## src/rtl/jsu_pkg.sv

```systemverilog
// Package for the JSON string unescape block: beat types, decoder phases,
// the per-byte result record and UTF-8 / hex helper functions. No dependencies.
`default_nettype none
package jsu_pkg;

  localparam int unsigned QDepth = 4;
  localparam int unsigned QPtrW  = $clog2(QDepth);
  localparam int unsigned MaxRes = 6;

  localparam logic [7:0] ChQuote = 8'h22;
  localparam logic [7:0] ChBsl   = 8'h5C;
  localparam logic [7:0] ChU     = 8'h75;

  typedef enum logic [3:0] {
    PH_IDLE       = 4'd0,
    PH_NORMAL     = 4'd1,
    PH_ESC        = 4'd2,
    PH_HEX        = 4'd3,
    PH_HI_WAIT_BS = 4'd4,
    PH_HI_WAIT_U  = 4'd5,
    PH_HI_HEX     = 4'd6,
    PH_DONE       = 4'd7,
    PH_ERROR      = 4'd8
  } phase_e;

  typedef enum logic [1:0] {
    ST_RUN  = 2'd0,
    ST_DONE = 2'd1,
    ST_ERR  = 2'd2,
    ST_IGN  = 2'd3
  } status_e;

  typedef struct packed {
    logic [7:0] in_byte;
    logic       first;
    logic       end_of_text;
  } in_beat_t;

  typedef struct packed {
    logic [7:0] out_byte;
    logic       has_byte;
    status_e    status;
    logic       last;
  } out_beat_t;

  typedef struct packed {
    logic [3:0][7:0] b;
    logic [2:0]      n;
  } utf8_t;

  typedef struct packed {
    logic [MaxRes-1:0][7:0] bytes;
    logic [2:0]             cnt;
    status_e                status;
  } rec_t;

  typedef struct packed {
    logic       ok;
    logic [3:0] val;
  } hex_t;

  function automatic utf8_t enc_cp(logic [20:0] cp);
    utf8_t r;
    r = '0;
    if (cp < 21'h80) begin
      r.b[0] = cp[7:0];
      r.n    = 3'd1;
    end else if (cp < 21'h800) begin
      r.b[0] = {3'b110, cp[10:6]};
      r.b[1] = {2'b10, cp[5:0]};
      r.n    = 3'd2;
    end else if (cp < 21'h10000) begin
      r.b[0] = {4'b1110, cp[15:12]};
      r.b[1] = {2'b10, cp[11:6]};
      r.b[2] = {2'b10, cp[5:0]};
      r.n    = 3'd3;
    end else begin
      r.b[0] = {5'b11110, cp[20:18]};
      r.b[1] = {2'b10, cp[17:12]};
      r.b[2] = {2'b10, cp[11:6]};
      r.b[3] = {2'b10, cp[5:0]};
      r.n    = 3'd4;
    end
    return r;
  endfunction

  function automatic utf8_t lit(logic [7:0] b);
    utf8_t r;
    r      = '0;
    r.b[0] = b;
    r.n    = 3'd1;
    return r;
  endfunction

  function automatic hex_t hex_val(logic [7:0] b);
    hex_t r;
    r = '0;
    if (b inside {[8'h30:8'h39]}) begin
      r.ok  = 1'b1;
      r.val = b[3:0];
    end else if (b inside {[8'h61:8'h66], [8'h41:8'h46]}) begin
      r.ok  = 1'b1;
      r.val = b[3:0] + 4'd9;
    end
    return r;
  endfunction

  function automatic logic [7:0] esc_map(logic [7:0] b);
    logic [7:0] o;
    case (b)
      8'h62:   o = 8'h08;
      8'h66:   o = 8'h0C;
      8'h6E:   o = 8'h0A;
      8'h72:   o = 8'h0D;
      8'h74:   o = 8'h09;
      default: o = b;
    endcase
    return o;
  endfunction

endpackage
`default_nettype wire

```

## src/rtl/json_string_unescape_utf8_top.sv

```systemverilog
// JSON string unescape to UTF-8, top level: front decoder, record queue, back serializer.
// Each byte's result record is registered in the record queue before the back end offers it.
// Throughput: 1 input beat per cycle while the record queue is not full; a byte releasing k results
// takes max(k, 1) output beats from the back end (k up to 6); the 4-entry queue absorbs bursts.
// Reset: asynchronous active low, decoder to idle, queue empty.
// Depends on jsu_pkg, jsu_front, jsu_queue, jsu_back.
`default_nettype none
module json_string_unescape_utf8_top import jsu_pkg::*; (
  input  wire logic     clk_i,
  input  wire logic     rst_ni,
  input  wire logic     in_valid_i,
  output logic          in_ready_o,
  input  wire in_beat_t in_beat_i,
  output logic          out_valid_o,
  input  wire logic     out_ready_i,
  output out_beat_t     out_beat_o
);

  rec_t rec, head;
  logic full, empty, pop, take;

  assign in_ready_o = !full;
  assign take       = in_valid_i && !full;

  jsu_front u_front (
    .clk_i  (clk_i),
    .rst_ni (rst_ni),
    .take_i (take),
    .beat_i (in_beat_i),
    .rec_o  (rec)
  );

  jsu_queue u_queue (
    .clk_i   (clk_i),
    .rst_ni  (rst_ni),
    .push_i  (take),
    .rec_i   (rec),
    .pop_i   (pop),
    .full_o  (full),
    .empty_o (empty),
    .head_o  (head)
  );

  jsu_back u_back (
    .clk_i       (clk_i),
    .rst_ni      (rst_ni),
    .empty_i     (empty),
    .head_i      (head),
    .pop_o       (pop),
    .out_valid_o (out_valid_o),
    .out_ready_i (out_ready_i),
    .out_beat_o  (out_beat_o)
  );

endmodule
`default_nettype wire

```

## src/rtl/jsu_front.sv

```systemverilog
// Front end: escape / surrogate state machine, one input beat per cycle while take_i is high,
// turns each byte into a result record. Depends on jsu_pkg.
`default_nettype none
module jsu_front import jsu_pkg::*; (
  input  wire logic     clk_i,
  input  wire logic     rst_ni,
  input  wire logic     take_i,
  input  wire in_beat_t beat_i,
  output rec_t          rec_o
);

  phase_e      phase_q, phase_d;
  logic [15:0] acc_q, acc_d;
  logic [1:0]  dc_q, dc_d;
  logic [9:0]  pend_q, pend_d;

  utf8_t       seq_a, seq_b;
  logic        err, ign;
  hex_t        hv;
  logic [15:0] acc_new;
  logic [20:0] high_cp;
  logic [7:0]  b;

  assign b       = beat_i.in_byte;
  assign hv      = hex_val(b);
  assign acc_new = {acc_q[11:0], hv.val};
  assign high_cp = {5'd0, 6'b110110, pend_q};

  always_comb begin
    phase_d = phase_q;
    acc_d   = acc_q;
    dc_d    = dc_q;
    pend_d  = pend_q;
    seq_a   = '0;
    seq_b   = '0;
    err     = 1'b0;
    ign     = 1'b0;
    if (beat_i.first) begin
      acc_d  = '0;
      dc_d   = '0;
      pend_d = '0;
      if (b == ChQuote) phase_d = PH_NORMAL;
      else err = 1'b1;
    end else begin
      case (phase_q)
        PH_NORMAL: begin
          if (b == ChQuote) phase_d = PH_DONE;
          else if (b == ChBsl) phase_d = PH_ESC;
          else seq_a = lit(b);
        end
        PH_ESC: begin
          if (b == ChU) begin
            acc_d   = '0;
            dc_d    = '0;
            phase_d = PH_HEX;
          end else begin
            seq_a   = lit(esc_map(b));
            phase_d = PH_NORMAL;
          end
        end
        PH_HEX: begin
          if (!hv.ok) err = 1'b1;
          else begin
            acc_d = acc_new;
            dc_d  = dc_q + 2'd1;
            if (dc_q == 2'd3) begin
              if (acc_new[15:10] == 6'b110110) begin
                pend_d  = acc_new[9:0];
                phase_d = PH_HI_WAIT_BS;
              end else begin
                seq_a   = enc_cp({5'd0, acc_new});
                phase_d = PH_NORMAL;
              end
            end
          end
        end
        PH_HI_WAIT_BS: begin
          if (b == ChBsl) phase_d = PH_HI_WAIT_U;
          else begin
            seq_a   = enc_cp(high_cp);
            phase_d = PH_NORMAL;
            if (b == ChQuote) phase_d = PH_DONE;
            else seq_b = lit(b);
          end
        end
        PH_HI_WAIT_U: begin
          if (b == ChU) begin
            acc_d   = '0;
            dc_d    = '0;
            phase_d = PH_HI_HEX;
          end else begin
            seq_a   = enc_cp(high_cp);
            seq_b   = lit(esc_map(b));
            phase_d = PH_NORMAL;
          end
        end
        PH_HI_HEX: begin
          if (!hv.ok) err = 1'b1;
          else begin
            acc_d = acc_new;
            dc_d  = dc_q + 2'd1;
            if (dc_q == 2'd3) begin
              if (acc_new[15:10] == 6'b110111) begin
                seq_a   = enc_cp(21'h10000 + {1'b0, pend_q, acc_new[9:0]});
                phase_d = PH_NORMAL;
              end else begin
                seq_a = enc_cp(high_cp);
                if (acc_new[15:10] == 6'b110110) begin
                  pend_d  = acc_new[9:0];
                  phase_d = PH_HI_WAIT_BS;
                end else begin
                  seq_b   = enc_cp({5'd0, acc_new});
                  phase_d = PH_NORMAL;
                end
              end
            end
          end
        end
        default: ign = 1'b1;
      endcase
    end
    if (!ign && !err && phase_d != PH_DONE && beat_i.end_of_text) err = 1'b1;
    if (err) phase_d = PH_ERROR;
  end

  always_comb begin
    logic [2:0] j;
    rec_o.bytes = '0;
    for (int i = 0; i < MaxRes; i++) begin
      j = 3'(i) - seq_a.n;
      if (3'(i) < seq_a.n) rec_o.bytes[i] = seq_a.b[i[1:0]];
      else if (j < 3'd4) rec_o.bytes[i] = seq_b.b[j[1:0]];
    end
    rec_o.cnt = seq_a.n + seq_b.n;
    if (ign) rec_o.status = ST_IGN;
    else if (err) rec_o.status = ST_ERR;
    else if (phase_d == PH_DONE) rec_o.status = ST_DONE;
    else rec_o.status = ST_RUN;
    if (err || ign) rec_o.cnt = '0;
  end

  always_ff @(posedge clk_i or negedge rst_ni) begin
    if (!rst_ni) begin
      phase_q <= PH_IDLE;
      acc_q   <= '0;
      dc_q    <= '0;
      pend_q  <= '0;
    end else if (take_i) begin
      phase_q <= phase_d;
      acc_q   <= acc_d;
      dc_q    <= dc_d;
      pend_q  <= pend_d;
    end
  end

endmodule
`default_nettype wire

```

## src/rtl/jsu_queue.sv

```systemverilog
// Short record queue between front and back end.
// Depends on jsu_pkg.
`default_nettype none
module jsu_queue import jsu_pkg::*; (
  input  wire logic clk_i,
  input  wire logic rst_ni,
  input  wire logic push_i,
  input  wire rec_t rec_i,
  input  wire logic pop_i,
  output logic      full_o,
  output logic      empty_o,
  output rec_t      head_o
);

  rec_t             mem_q [QDepth];
  logic [QPtrW-1:0] wr_q, rd_q;
  logic [QPtrW:0]   cnt_q;

  assign full_o  = (cnt_q == (QPtrW+1)'(QDepth));
  assign empty_o = (cnt_q == '0);
  assign head_o  = mem_q[rd_q];

  always_ff @(posedge clk_i) begin
    if (push_i) mem_q[wr_q] <= rec_i;
  end

  always_ff @(posedge clk_i or negedge rst_ni) begin
    if (!rst_ni) begin
      wr_q  <= '0;
      rd_q  <= '0;
      cnt_q <= '0;
    end else begin
      if (push_i) wr_q <= wr_q + 1'b1;
      if (pop_i) rd_q <= rd_q + 1'b1;
      cnt_q <= cnt_q + (QPtrW+1)'(push_i) - (QPtrW+1)'(pop_i);
    end
  end

endmodule
`default_nettype wire

```

## src/rtl/jsu_back.sv

```systemverilog
// Back end: walks the head record and sends one result beat per cycle while the output is ready.
// Depends on jsu_pkg.
`default_nettype none
module jsu_back import jsu_pkg::*; (
  input  wire logic clk_i,
  input  wire logic rst_ni,
  input  wire logic empty_i,
  input  wire rec_t head_i,
  output logic      pop_o,
  output logic      out_valid_o,
  input  wire logic out_ready_i,
  output out_beat_t out_beat_o
);

  logic [2:0] idx_q;
  logic [2:0] n_res;
  logic       is_last;

  assign n_res   = (head_i.cnt == '0) ? 3'd1 : head_i.cnt;
  assign is_last = (idx_q == n_res - 3'd1);

  assign out_valid_o         = !empty_i;
  assign out_beat_o.has_byte = (head_i.cnt != '0);
  assign out_beat_o.out_byte = (head_i.cnt != '0) ? head_i.bytes[idx_q] : 8'h00;
  assign out_beat_o.status   = head_i.status;
  assign out_beat_o.last     = is_last;
  assign pop_o               = out_valid_o && out_ready_i && is_last;

  always_ff @(posedge clk_i or negedge rst_ni) begin
    if (!rst_ni) begin
      idx_q <= '0;
    end else if (out_valid_o && out_ready_i) begin
      idx_q <= is_last ? 3'd0 : idx_q + 3'd1;
    end
  end

endmodule
`default_nettype wire

```

## config.mk

```make
export PLATFORM = sky130hd
export DESIGN_NAME = json_string_unescape_utf8_top
export DESIGN_NICKNAME = d
export VERILOG_FILES = /design/src/rtl/jsu_pkg.sv /design/src/rtl/json_string_unescape_utf8_top.sv /design/src/rtl/jsu_front.sv /design/src/rtl/jsu_queue.sv /design/src/rtl/jsu_back.sv
export SDC_FILE = /design/constraint.sdc
export NUM_CORES = 1
export LEC_CHECK = 0
export ABC_AREA = 0
export BUFFER_PORTS_ARGS = -buffer_cell sky130_fd_sc_hd__buf_2
export CAP_MARGIN = 20
export CELL_PAD_IN_SITES_DETAIL_PLACEMENT = 1
export CELL_PAD_IN_SITES_GLOBAL_PLACEMENT = 1
export CORE_MARGIN = 3
export CORE_UTILIZATION = 53
export DETAILED_ROUTE_END_ITERATION = 6
export GPL_ROUTABILITY_DRIVEN = 0
export GPL_TIMING_DRIVEN = 0
export PLACE_DENSITY_LB_ADDON = 0.12
export SETUP_SLACK_MARGIN = 0.02
export SYNTH_ARGS = -nofsm -noshare
export SYNTH_HDL_FRONTEND = slang
export SYNTH_SLANG_ARGS = --single-unit
export TNS_END_PERCENT = 20
```

## constraint.sdc

```tcl
create_clock -name clk_i -period 5 [get_ports clk_i]
set_input_delay 1 -clock clk_i [delete_from_list [all_inputs] [get_ports clk_i]]
set_output_delay 1 -clock clk_i [all_outputs]
set_load 0.01 [all_outputs]
```

==> flow_results.org, run 1 <==
** Routing
- Iteration count of the initial detailed-routing pass :: 7
- Dividing the detail-routed wire length by the instance count gives 28.7 um.
- Vias :: 9404
- Total DRC errors in the routed layout :: 0
- In this run the remaining antenna-violating nets after routing total 0.
- For this block, the initial DRC count from the detailed router was 1250.
- Vias/cell :: 6.83
- Wires add up to 39500 um.

** Die
- Die area :: 0.0260 mm^2
- Floorplan die width :: 161 um
- Number of placement rows :: 56
- Measured along the y axis, the die boundary spans 161 um.
- Initial cell density of the core :: 54.2%
- The region available for standard cell placement spans 0.0236 mm^2.
- I/O pin cnt :: 28

** Synthesis
- The most used flip-flop cell after synthesis is edfxtp_1.
- The synthesized netlist devotes 10.5% of its cell area to simple gates.
- The synthesized netlist devotes 2.37% of its cell area to adder and majority cells.
- Synthesis handed over a netlist of 971 instances.
- Summing the areas of all xor and xnor instances in the mapped netlist gives 1.10% of the synthesized area.
- Count of unique library cells instantiated by Yosys :: 84
- The biggest area contributor in the post-synthesis netlist is edfxtp_1.
- Yosys synthesis warning count :: 0
- Share of the synthesized area in compound gates (AO/OA/AOI/OAI) :: 14.1%
- Summing the sequential cell areas from Yosys gives 57.2% of the chip area.
- Main combinational cell family by area after synthesis :: compound AO/OA/AOI/OAI gates
- Mux cell area share after synthesis :: 11.6%
- Counting flops with an async set or reset pin after synthesis yields a share of 15.2%.
- Area fraction of the dominant cell type after synthesis :: 49.8%
- Avg Cell Area, Syn :: 13.2 um^2
- The synthesized netlist occupies a cell area of 0.0128 mm^2.
- Cell types occupying the most area after synthesis :: edfxtp_1, mux4_2, dfrtp_1, nand2_1, ha_1
- Count of flip-flops with a built-in enable after synthesis :: 212
- Counting flops and latches in the post-synthesis netlist gives 250.

** Global route
- Number of global-route vias before repair :: 9603
- Global-route wire length before repair :: 59500 um
- Overall routing resource usage :: 30.2%
- Maximum number of pins on one net before global-route repair :: 54
- Initial antenna violation count :: 0
- The total overflow left after global routing is 0.

** STA
- The final max-slew violation count is 0.
- Max Clock Freq :: 0.204 GHz
- The number of hold violations in the final report is 0.
- Final period util :: 97.9%
- Number of setup violations in the final report :: 0
- Slew @ Worst Pin :: 1.00 ns
- Worst clock skew on the final layout :: 0.0282 ns
- Final critical path time including I/O delays and setup :: 4.90 ns
- Headroom to the max-slew limit came out at 33.2%.
- Hold timing on the final database bottoms out at a slack of 0.492 ns.

** Placed design
- After legalization and detailed placement, the total HPWL measured 27100 um.
- Placed inst area :: 0.0134 mm^2
- During placement, the flow inserted port buffers numbering 24.

** Worst hold path
- Worst min-delay path class :: reg -> reg

** Critical path
- The critical path in this run is classified as in -> reg.
- Of all nets on the critical path, the largest fanout is 10.
- The worst setup path is launched from a primary input.
- For the worst setup path, the data required time is 5.32 ns.
- Critical Path End Type :: register
- Arrival time at the worst endpoint :: 5.22 ns

** Clocking
- Clock insertion delay at the later pin of the skew report :: 0.54 ns
- Hold-fix buffer count after cts :: 0
- Max clock buf depth :: 3
- In this run the clock root is driven by a clkbuf_16.
- Clock-pin transition on the worst setup and hold timing paths :: 0.06 ns
- TritonCTS built the clock tree.
- TritonCTS created 26 clock buffers.
- Clk sink count :: 250
- In this run the number of H-tree levels came out at 1.

** Finish
- Number of filler instances in the final layout :: 2329
- Final std cell area, no fill :: 0.0145 mm^2
- After the last flow step, the layout net total stands at 1075.
- The area growth from synthesis to layout is 13.3%.
- Antenna Cells :: 0
- Of the cells placed in the final design, the portion with a size suffix greater than 1 is 20.1%.

** Run
- The tool flagged a number of max-cap violations equal to 0.

** Power and ir drop
- In this run the static leakage power is 0.00472 uW.
- VDD IR-drop max :: 0.000282 V
- Power spread over the standard cell area amounts to 488 mW/mm^2.

** Run status
- The flow ran to the end, and the final reports show no timing, DRC or antenna violations.
## layout make-up
cell class	instances	area (um^2)	area share, %
plain buffers	64	283	1.95
inverters	31	116	0.803
multi-input cells	636	5330	36.8
well taps	319	399	2.75
clock inverters	10	135	0.932
repair buffers	29	174	1.20
clock buffers	38	737	5.08
flip-flops and latches	250	7320	50.5
## kinds of logic after synthesis
kind of cell             count (synthesis)
adder cells (fa/ha/maj)                 23
XOR/XNOR                                16
buffers and inverters                   96
other                                    1
AO/OA/AOI/OAI                          258
AND/OR/NAND/NOR                        256
multiplexers                            71
flip-flops                             250
## cells in the final DEF, fill, tap and decap left out, types with 7 or more instances in the layout
cell type / synthesis / routed
mux4_2: 61 / 61
nand2b_1: 7 / 7
nor2_1: 48 / 47
inv_1: 27 / 26
a211oi_1: 7 / 7
dfrtp_1: 38 / 38
mux2_2: 10 / 10
nand3_1: 13 / 13
o41ai_1: 11 / 10
o31ai_1: 18 / 17
o22ai_2: 0 / 8
and2_1: 8 / 8
a22oi_1: 16 / 16
o21ai_0: 45 / 42
nand2_1: 82 / 82
ha_1: 21 / 20
xnor2_1: 13 / 13
edfxtp_1: 212 / 212
clkbuf_1: 43 / 50
a21oi_1: 41 / 40
nand4_1: 7 / 7
clkbuf_16: 0 / 27
a21o_1: 9 / 9
buf_2: 14 / 36
a31oi_1: 12 / 12
nor3_1: 24 / 22
conb_1: 1 / 12
a221oi_1: 9 / 9
## power by group
group / total [uW] / internal, uW / switching, uW / leakage [uW]
Sequential: 2850 / 2710 / 137 / 0.00244
Clock: 1970 / 1180 / 795 / 0.000414
Combinational: 2250 / 977 / 1270 / 0.00187
Total: 7070 / 4870 / 2200 / 0.00472
## critical path, stage by stage
cell and delay [ns]:
buf_2 0.11, clkbuf_2 0.20, inv_1 0.12, ha_1 0.29, or3b_1 0.41, and3_4 0.20, buf_6 0.12, a21oi_1 0.20
clkbuf_4 0.29, clkbuf_4 0.26, nor2_1 0.10, a211oi_1 0.31, a21oi_2 0.20, inv_2 0.17, ha_2 0.30, a21oi_1 0.07
o21ai_0 0.17, nand4_1 0.19, buf_4 0.20, o22ai_2 0.28
## stage by stage
stage / worst slack (ns) / TNS, ns / std cells / utilization [%] / total power (uW)
floorplan: 0.380 / 0 / 982 / - / 4380
global placement: -0.966 / -96.75 / 1325 / 56.6 / 5030
detailed placement: -1.07 / -113.79 / 1326 / 56.7 / 5120
CTS: 0.00444 / 0 / 1373 / 60.7 / 7100
global route: -0.0270 / -0.283 / 1377 / 61.4 / 7390
finish: 0.105 / 0 / 1377 / 61.4 / 7070
## cell usage after synthesis (8+ instances only)
| master | count |
|---|---|
| nand3_1 | 13 |
| edfxtp_1 | 212 |
| o21ai_0 | 45 |
| o31ai_1 | 18 |
| nor2_1 | 48 |
| a21oi_1 | 41 |
| mux4_2 | 61 |
| xnor2_1 | 13 |
| a31oi_1 | 12 |
| nand2_1 | 82 |
| dfrtp_1 | 38 |
| inv_1 | 27 |
| nor3_1 | 24 |
| and2_1 | 8 |
| a22oi_1 | 16 |
| o41ai_1 | 11 |
| mux2_2 | 10 |
| a21o_1 | 9 |
| buf_2 | 14 |
| clkbuf_1 | 43 |
| ha_1 | 21 |
| a221oi_1 | 9 |
| o22ai_1 | 19 |
## flip-flops by register name, summed over array words and instances, names as in the netlist
signal	count
u_front.pend_q	10
u_front.acc_q	12
u_back.idx_q	3
u_front.phase_q	4
u_queue.wr_q	2
u_queue.mem_q	212
u_queue.rd_q	2
u_queue.cnt_q	3
u_front.dc_q	2
## what timing repair did
item | in CTS | in global routing
hold endpoints to repair | 0 | 0
setup buffers | 0 | 2
endpoints found under the setup margin | 156 | 141
cloned | 0 | 0
pin swaps | 0 | 2
gates resized for setup | 17 | 25
## worst paths after layout
kind / start / endpoint / slack (ns) / depth (start not counted)
worst max-delay path: in_beat_i[2] / u_queue.mem_q[3][24] / 0.10 / 20
min in group asynchronous: rst_ni / u_front.acc_q[2] / 0.61 / 1
max in group asynchronous: rst_ni / u_back.idx_q[2] / 3.79 / 1
worst min-delay path: u_front.dc_q[1] / u_front.dc_q[1] / 0.49 / 2
worst max register to register: u_front.pend_q[6] / u_queue.mem_q[3][24] / 0.32 / 13
worst min register to register: u_front.dc_q[1] / u_front.dc_q[1] / 0.49 / 2
## layer usage
metal	global-route usage (%)	up-vias	wire length [um]
li1	-	4001	-
met1	42.0	4814	16100
met2	49.8	498	19400
met3	3.82	91	2690
met4	10.2	0	1320
met5	0	-	0
No activity file was read; power rests on OpenSTA's default activity.
==> run 2: changes to the inputs <==
- CELL_PAD_IN_SITES_DETAIL_PLACEMENT: 1 -> unset
- CELL_PAD_IN_SITES_GLOBAL_PLACEMENT: 1 -> unset
- CORE_UTILIZATION: 53 -> 63
==> run 2 against run 1 <==
- the flow now finishes with violations (design-rule violations)
- first-iteration DRC count rose by 14%
- fmax fell by 0.38%
- combinational power barely moved
- non-clock buffer count rose by 3
- final area fell by 1.1%
- clock power fell by 9%
- setup slack got worse by 0.018 ns
- cell count fell by 3.8%
- sequential cell count did not move
- critical path depth did not move
- die area fell by 15%
- sequential power barely moved
- highest routed layer unchanged
==> flow_results.org, run 2 (same netlist as run 1, synthesis figures left out) <==
** Global route
- Overflow left after global routing :: 0 (unchanged)
- Number of global-route vias before repair :: 8886 (was 9603)
- Maximum number of pins on one net before global-route repair :: 54 (unchanged)
- The global-route wire length before repair came to 52800 um (was 59500 um).
- Initial antenna violation count :: 0 (unchanged)
- Overall routing resource usage :: 31.3% (was 30.2%)

** Finish
- Number of filler instances in the final layout :: 1287 (was 2329)
- Largest registers ranked by flip-flop count :: u_queue.mem_q (212), u_front.acc_q (12), u_front.pend_q (10) (unchanged)
- Final core utilization :: 72.7% (was 61.4%)
- The number of flip-flops under the largest register name came to 212 (unchanged).
- Layout overhead on the synthesized area :: 12.0% (was 13.3%)
- The final instance count without filler cells was 1324 (was 1377).
- Antenna Cells :: 0 (unchanged)
- Top reg by flops :: u_queue.mem_q (unchanged)
- The layout net count came to 1078 (was 1075).
- The final design instance area without fill was 0.0143 mm^2 (was 0.0145 mm^2).
- Commonest cells after routing, fill and taps aside: edfxtp_1, nand2_1, mux4_2, clkbuf_1, nor2_1 (unchanged).
- Commonest non-fill, non-tap cell in the layout :: edfxtp_1 (unchanged)
- Fraction of final layout cells with drive strength greater than 1 :: 18.9% (was 20.1%)

** Clocking
- The number of clock sinks is 250 (unchanged).
- The clock network latency to the later pin of the worst-skew pair came to 0.52 ns (was 0.54 ns).
- The clock-pin transition on the worst setup and hold timing paths was 0.06 ns (about the same).
- The cell at the root of the clock tree was clkbuf_16 (unchanged).
- The number of levels the H-tree was split into came to 1 (unchanged).
- CTS buffer count :: 26 (unchanged)
- Hold-fix buffer count after cts :: 0 (unchanged)
- TritonCTS clock tree :: built (unchanged)
- Max clock buf depth :: 3 (unchanged)

** Die
- Initial cell density of the core :: 64.9% (was 54.2%)
- The core footprint is 0.0197 mm^2 (was 0.0236 mm^2).
- The die outline area came to 0.0221 mm^2 (was 0.0260 mm^2).
- Number of placement rows :: 51 (was 56)
- Die Y-Extent :: 149 um (was 161 um)
- I/O pin cnt :: 28 (unchanged)
- The width of the die was 149 um (was 161 um).

** Run status
- Outcome :: finished with violations (was finished clean)
- Violations in the final reports :: design-rule violations

** Placed design
- Setup Slack @ Placement :: -0.982 ns (was -1.07 ns)
- Placed inst area :: 0.0134 mm^2 (about the same)
- Port buffer count :: 24 (unchanged)
- The total half-perimeter wirelength after legalization and detailed placement was 23400 um (was 27100 um).
- DP Cell Count :: 1274 (was 1326)

** Critical path
- Worst-path maximum fanout :: 10 (unchanged)
- Critical Path End Type :: register (unchanged)
- The nature of the critical path startpoint is a primary input (unchanged).
- The category of the critical setup timing path is in -> reg (unchanged).
- The arrival time reported for the critical path endpoint came to 5.23 ns (was 5.22 ns).
- The data required time at the worst endpoint came to 5.31 ns (was 5.32 ns).

** STA
- Relative slew slack :: 31.6% (was 33.2%)
- Slew @ Worst Pin :: 1.02 ns (was 1.00 ns)
- Max-slew violation total from the final report :: 0 (unchanged)
- Final critical path time including I/O delays and setup :: 4.91 ns (was 4.90 ns)
- The final setup skew is 0.0145 ns (was 0.0282 ns).
- Final period util :: 98.3% (was 97.9%)
- Max Clock Freq :: 0.204 GHz (about the same)
- Number of setup violations in the final report :: 0 (unchanged)
- The number of hold violations in the final report was 0 (unchanged).
- The final worst setup slack is 0.0861 ns (was 0.105 ns).

** Routing
- Iteration count of the initial detailed-routing pass :: 7 (unchanged)
- Number of DRC violations after detailed-routing iteration 0 :: 1430 (was 1250)
- Routed wire per std cell :: 25.8 um (was 28.7 um)
- Vias :: 9344 (was 9404)
- The routed wire length came to 34100 um (was 39500 um).
- Total DRC errors in the routed layout :: 1 (was 0)
- The remaining antenna violation count came to 0 (unchanged).
- Vias/cell :: 7.06 (was 6.83)

** Power and ir drop
- The power per standard cell area was 479 mW/mm^2 (was 488 mW/mm^2).
- The standby leakage power is 0.00471 uW (was 0.00472 uW).
- The peak supply drop came to 0.000355 V (was 0.000282 V).

** Worst hold path
- The type of the tightest min-delay check is reg -> reg (unchanged).

** Run
- The number of violations of the max-capacitance limit is 0 (unchanged).
-- run 2: cell count changes in the layout (fill, tap and decap cells not counted), moves of 2 or more --
cell | previous run | this run
and3_2 | 1 | 3
and3_4 | 4 | 2
buf_12 | 1 | 3
bufinv_16 | 3 | 1
clkbuf_1 | 50 | 47
clkinv_1 | 2 | 9
clkinv_2 | 2 | 0
o22ai_1 | 6 | 8
o22ai_4 | 5 | 3
-- run 2: layout make-up --
type | count | area, um^2 | share of cell area [%]
clock buffers | 35 | 726 | 5.06
inverters | 31 | 116 | 0.812
plain buffers | 65 | 288 | 2.01
repair buffers | 31 | 218 | 1.52
multi-input cells | 636 | 5260 | 36.7
well taps | 265 | 332 | 2.31
flip-flops and latches | 250 | 7320 | 51.1
clock inverters | 11 | 75.1 | 0.524
-- run 2: final timing paths --
check | start | to | slack, ns | cells past startpoint
max | in_beat_i[2] | u_queue.mem_q[0][22] | 0.09 | 20
max reg2reg | u_front.pend_q[6] | u_queue.mem_q[0][22] | 0.10 | 13
max in group asynchronous | rst_ni | u_back.idx_q[0] | 3.84 | 1
min reg2reg | u_front.dc_q[1] | u_front.dc_q[1] | 0.50 | 2
min in group asynchronous | rst_ni | u_front.dc_q[0] | 0.61 | 1
min | u_front.dc_q[1] | u_front.dc_q[1] | 0.50 | 2
-- run 2: power breakdown --
group | total [uW] | switching, uW | internal (uW)
Combinational | 2230 | 1240 | 991
Clock | 1800 | 738 | 1060
Sequential | 2830 | 122 | 2710
-- run 2: worst max-delay path, stage by stage --
cell and delay [ns]:
buf_2 0.10, clkbuf_2 0.20, inv_1 0.14, ha_1 0.28
or3b_1 0.39, and3_4 0.19, buf_6 0.12, a21oi_1 0.23
clkbuf_4 0.30, clkbuf_4 0.26, nor2_1 0.09, a211oi_1 0.31
a21oi_2 0.19, inv_1 0.22, ha_2 0.28, a21oi_1 0.05
o21ai_0 0.19, nand4_1 0.20, buf_4 0.21, o22ai_2 0.26
-- run 2: routing by layer --
layer / wire, um / track usage, % / part of all wire [%]
met2: 15800 / 48.3 / 46
met5: 0 / 0 / 0
met1: 13400 / 45.5 / 39
met4: 1670 / 12.4 / 4.9
met3: 3310 / 4.97 / 9.7
-- run 2: timing repair --
action,4_1_cts,5_1_grt
endpoints found under the setup margin,136,144
pin swaps,0,3
gates resized for setup,13,17
buffers inserted,0,2
-- run 2: per-stage QoR --
| stage | hold slack (ns) | total power [uW] | TNS, ns |
|---|---|---|---|
| 4_1_cts | 0.507 | 6880 | 0 |
| 5_1_grt | 0.570 | 7170 | -2.14 |
| 6_report | 0.498 | 6860 | 0 |
| 2_1_floorplan | 0.460 | 4380 | 0 |
| 3_3_place_gp | 0.482 | 5010 | -84.39 |
| 3_5_place_dp | 0.493 | 5080 | -97.24 |
==> run 3: changes to the inputs <==
- PLACE_DENSITY: unset -> 0.9
- PLACE_DENSITY_LB_ADDON: 0.12 -> unset
==> run 3 against run 2 <==
- the flow still finishes with violations (design-rule violations)
- sequential share of layout area up 0.29 points
- worst hold slack improved by 0.013 ns
- sequential cell count unchanged
- critical path type unchanged
- critical endpoint is now u_queue.mem_q[1][46]
- largest cell class unchanged
==> flow_results.org, run 3 (same netlist as run 1, synthesis figures left out) <==
** Run status
- Outcome :: finished with violations (unchanged)
- Violations in the final reports: design-rule violations (unchanged).

** Routing
- The routed wire length is 36400 um (was 34100 um).
- Iteration count of the initial detailed-routing pass :: 7 (unchanged)
- Total DRC errors in the routed layout :: 63 (was 1)
- Number of DRC violations after detailed-routing iteration 0 :: 1639 (was 1430)
- The average wire per cell in the routed design came to 27.5 um (was 25.8 um).
- The total via count after detailed routing came to 9807 (was 9344).
- Post-detailed-route count of antenna-violating nets :: 0 (unchanged)
- Vias/cell :: 7.42 (was 7.06)

** Global route
- Most utilized layer in the global route result :: met2 (unchanged)
- Grt met3 use :: 7.07% (was 4.97%)
- The global-route usage over all layers came to 32.7% (was 31.3%).
- Maximum number of pins on one net before global-route repair :: 39 (was 54)
- The global-route wire length before repair came to 55200 um (was 52800 um).
- Number of global-route vias before repair :: 9402 (was 8886)
- The met1 demand-to-capacity share in global routing is 45.0% (was 45.5%).
- The global routing usage on met2 is 51.0% (was 48.3%).
- Overflow left after global routing :: 0 (unchanged)
- The number of antenna violations at the first check in global routing is 0 (unchanged).

** Finish
- Flip-flop count of the largest register, all copies and words added :: 212 (unchanged)
- Commonest cells after routing, fill and taps aside: edfxtp_1, nand2_1, mux4_2, nor2_1, o21ai_0 (was edfxtp_1, nand2_1, mux4_2, clkbuf_1, nor2_1).
- Number of filler instances in the final layout :: 1217 (was 1287)
- Final std cell area, no fill :: 0.0142 mm^2 (was 0.0143 mm^2)
- Antenna Cells :: 0 (unchanged)
- Top reg by flops :: u_queue.mem_q (unchanged)
- Fraction of final layout cells with drive strength greater than 1 :: 18.6% (was 18.9%)
- Net count reported at finish :: 1077 (was 1078)
- Cell Count, Final, Fillers Out :: 1321 (was 1324)
- The relative area change from synthesis to final layout was 11.4% (was 12.0%).
- The most common cell after layout, fill and taps aside was edfxtp_1 (unchanged).
- Largest registers ranked by flip-flop count :: u_queue.mem_q (212), u_front.acc_q (12), u_front.pend_q (10) (unchanged)

** Critical path
- The arrival time reported for the critical path endpoint was 5.21 ns (was 5.23 ns).
- Largest stage delay on the critical path :: 0.66 ns (was 0.39 ns)
- CP Buf/Inv Count :: 6 (was 8)
- WP depth :: 16 (was 20)
- Count of cells along the worst register-to-register path :: 9 (was 13)
- The nature of the critical path startpoint is a primary input (unchanged).
- Worst endpoint required time :: 5.25 ns (was 5.31 ns)
- Slowest stage cell, crit path :: or4_1 (was or3b_1)
- Worst path cell trace :: buf_2 > clkbuf_2 > inv_1 > ha_1 > or3b_1 > and3_4 > buf_6 > a21oi_1 > buf_4 > clkbuf_4 > nor2_1 > a211oi_1 > a21oi_2 > ha_1 > or4_1 > o22ai_1 (was buf_2 > clkbuf_2 > inv_1 > ha_1 > or3b_1 > and3_4 > buf_6 > a21oi_1 > clkbuf_4 > clkbuf_4 > nor2_1 > a211oi_1 > a21oi_2 > inv_1 > ha_2 > a21oi_1 > o21ai_0 > nand4_1 > buf_4 > o22ai_2)
- Counting stages on the worst path, the most repeated cell is ha_1.
- The family with the most delay on the worst path is simple AND/OR/NAND/NOR gates (was buffers and inverters).
- CP Class :: in -> reg (unchanged)
- Critical Path End Type :: register (unchanged)
- The top fanout value on the critical path was 10 (unchanged).

** Power and ir drop
- Cell internal power dissipation :: 4650 uW (was 4760 uW)
- Combinational group share of total power :: 33.2% (was 32.6%)
- Power density over the cells :: 478 mW/mm^2 (was 479 mW/mm^2)
- The power spent charging and discharging nets is 2160 uW (was 2100 uW).
- VDD IR-drop max :: 0.000244 V (was 0.000355 V)
- The switching power as a share of total power was 31.7% (was 30.6%).
- Static power due to leakage :: 0.00469 uW (was 0.00471 uW)
- Clock power share :: 24.9% (was 26.2%)
- Register share of total power :: 41.9% (was 41.2%)

** STA
- The final critical-path share of the clock period came to 99.2% (was 98.3%).
- The clock period minus final worst setup slack was 4.96 ns (was 4.91 ns).
- The headroom to the max-slew limit was 31.6% (about the same).
- Max-slew violation total from the final report :: 0 (unchanged)
- The transition time of the tightest slew-check pin was 1.03 ns (was 1.02 ns).
- Setup repair after global routing could not meet its margin everywhere.
- Number of setup violations in the final report :: 0 (unchanged)
- Worst clock skew on the final layout :: 0.0127 ns (was 0.0145 ns)
- PnR worst setup slack :: 0.0402 ns (was 0.0861 ns)
- The number of hold violations in the final report came to 0 (unchanged).
- Max Clock Freq :: 0.202 GHz (was 0.204 GHz)

** Die
- Core region area :: 0.0197 mm^2 (unchanged)
- Number of placement rows :: 51 (unchanged)
- The starting density of the core was 64.9% (unchanged).
- Die area :: 0.0221 mm^2 (unchanged)
- The width of the die was 149 um (unchanged).
- I/O pin cnt :: 28 (unchanged)
- The overall die height came to 149 um (unchanged).

** Clocking
- The number of buffers between clock root and the deepest sink came to 3 (unchanged).
- TritonCTS clock tree :: built (unchanged)
- The clock-pin transition on the worst setup and hold timing paths was 0.06 ns (about the same).
- Number of levels the H-tree was split into :: 1 (unchanged)
- Clock insertion delay at the later pin of the skew report :: 0.51 ns (was 0.52 ns)
- The number of clock sinks is 250 (unchanged).
- The quantity of hold-fixing buffers added after cts was 0 (unchanged).
- Root buffer cell :: clkbuf_16 (unchanged)
- The number of clock buffers inserted by TritonCTS was 24 (was 26).

** Placed design
- The placement-stage worst setup slack was -0.809 ns (was -0.982 ns).
- The post-place instance area was 0.0134 mm^2 (about the same).
- DP Cell Count :: 1275 (was 1274)
- Detailed-placement wirelength estimate :: 23800 um (was 23400 um)
- The number of input and output port buffers inserted came to 24 (unchanged).

** Run
- The number of violations of the max-capacitance limit came to 0 (unchanged).

** Worst hold path
- The type of the tightest min-delay check was reg -> reg (unchanged).
- The number of instances on the worst hold path is 2 (unchanged).
-- run 3: cell types whose count changed in the layout (fill, tap and decap cells not counted), sizes merged --
cell	delta
buf	+3
clkbuf	-11
clkinvlp	-1
clkinv	+5
inv	+1
-- run 3: worst paths after layout --
path,from,to,slack (ns)
worst max-delay path,in_beat_i[2],u_queue.mem_q[1][46],0.04
worst min-delay path,u_front.dc_q[1],u_front.dc_q[1],0.51
worst max register to register,u_front.pend_q[6],u_queue.mem_q[1][46],0.25
worst min register to register,u_front.dc_q[1],u_front.dc_q[1],0.51
max in group asynchronous,rst_ni,u_back.idx_q[1],3.83
min in group asynchronous,rst_ni,u_front.phase_q[3],0.61
-- run 3: final cells by class --
| class | instances | area (um^2) | share of cell area (%) |
|---|---|---|---|
| plain buffers | 65 | 288 | 2.02 |
| well taps | 265 | 332 | 2.33 |
| flip-flops and latches | 250 | 7320 | 51.4 |
| clock buffers | 26 | 629 | 4.42 |
| clock inverters | 16 | 95.1 | 0.667 |
| repair buffers | 32 | 228 | 1.60 |
| multi-input cells | 636 | 5240 | 36.8 |
| inverters | 31 | 116 | 0.817 |
-- run 3: power by group through the flow --
stage	sequential [uW]	combinational (uW)	clock, uW
after floorplan	2830	1550	0
after global placement	2860	2080	0
after detailed placement	2880	2210	0
after CTS	2850	2250	1700
after global routing	2880	2410	1780
final	2850	2260	1700
-- run 3: worst reg2reg max path: cells and delay by family, from the launching register on --
family,cells,cell delay [ns]
AO/OA/AOI/OAI,5,1.94
AND/OR/NAND/NOR,2,1.30
adder cells (fa/ha/maj),2,0.76
flip-flops,1,0.48
-- run 3: what timing repair did --
| item | 4_1_cts | 5_1_grt |
|---|---|---|
| resized for setup | 12 | 17 |
| pin swaps | 0 | 3 |
| setup buffers | 0 | 3 |
| endpoints found under the hold margin | 0 | 0 |
| endpoints found under the setup margin | 124 | 156 |
-- run 3: metrics by stage --
step / setup TNS [ns] / utilization [%] / hold slack, ns / total power, uW
2_1_floorplan: 0 / - / 0.460 / 4380
3_3_place_gp: -62.78 / 67.4 / 0.482 / 4940
3_5_place_dp: -84.82 / 67.8 / 0.502 / 5090
4_1_cts: -0.342 / 71.7 / 0.516 / 6800
5_1_grt: -2.97 / 72.3 / 0.545 / 7070
6_report: 0 / 72.3 / 0.511 / 6810
-- run 3: per-layer routing --
metal  part of all wire, %  wire length, um
met5                     0                0
met4                   6.8             2460
met3                    12             4400
met2                    45            16400
met1                    36            13100
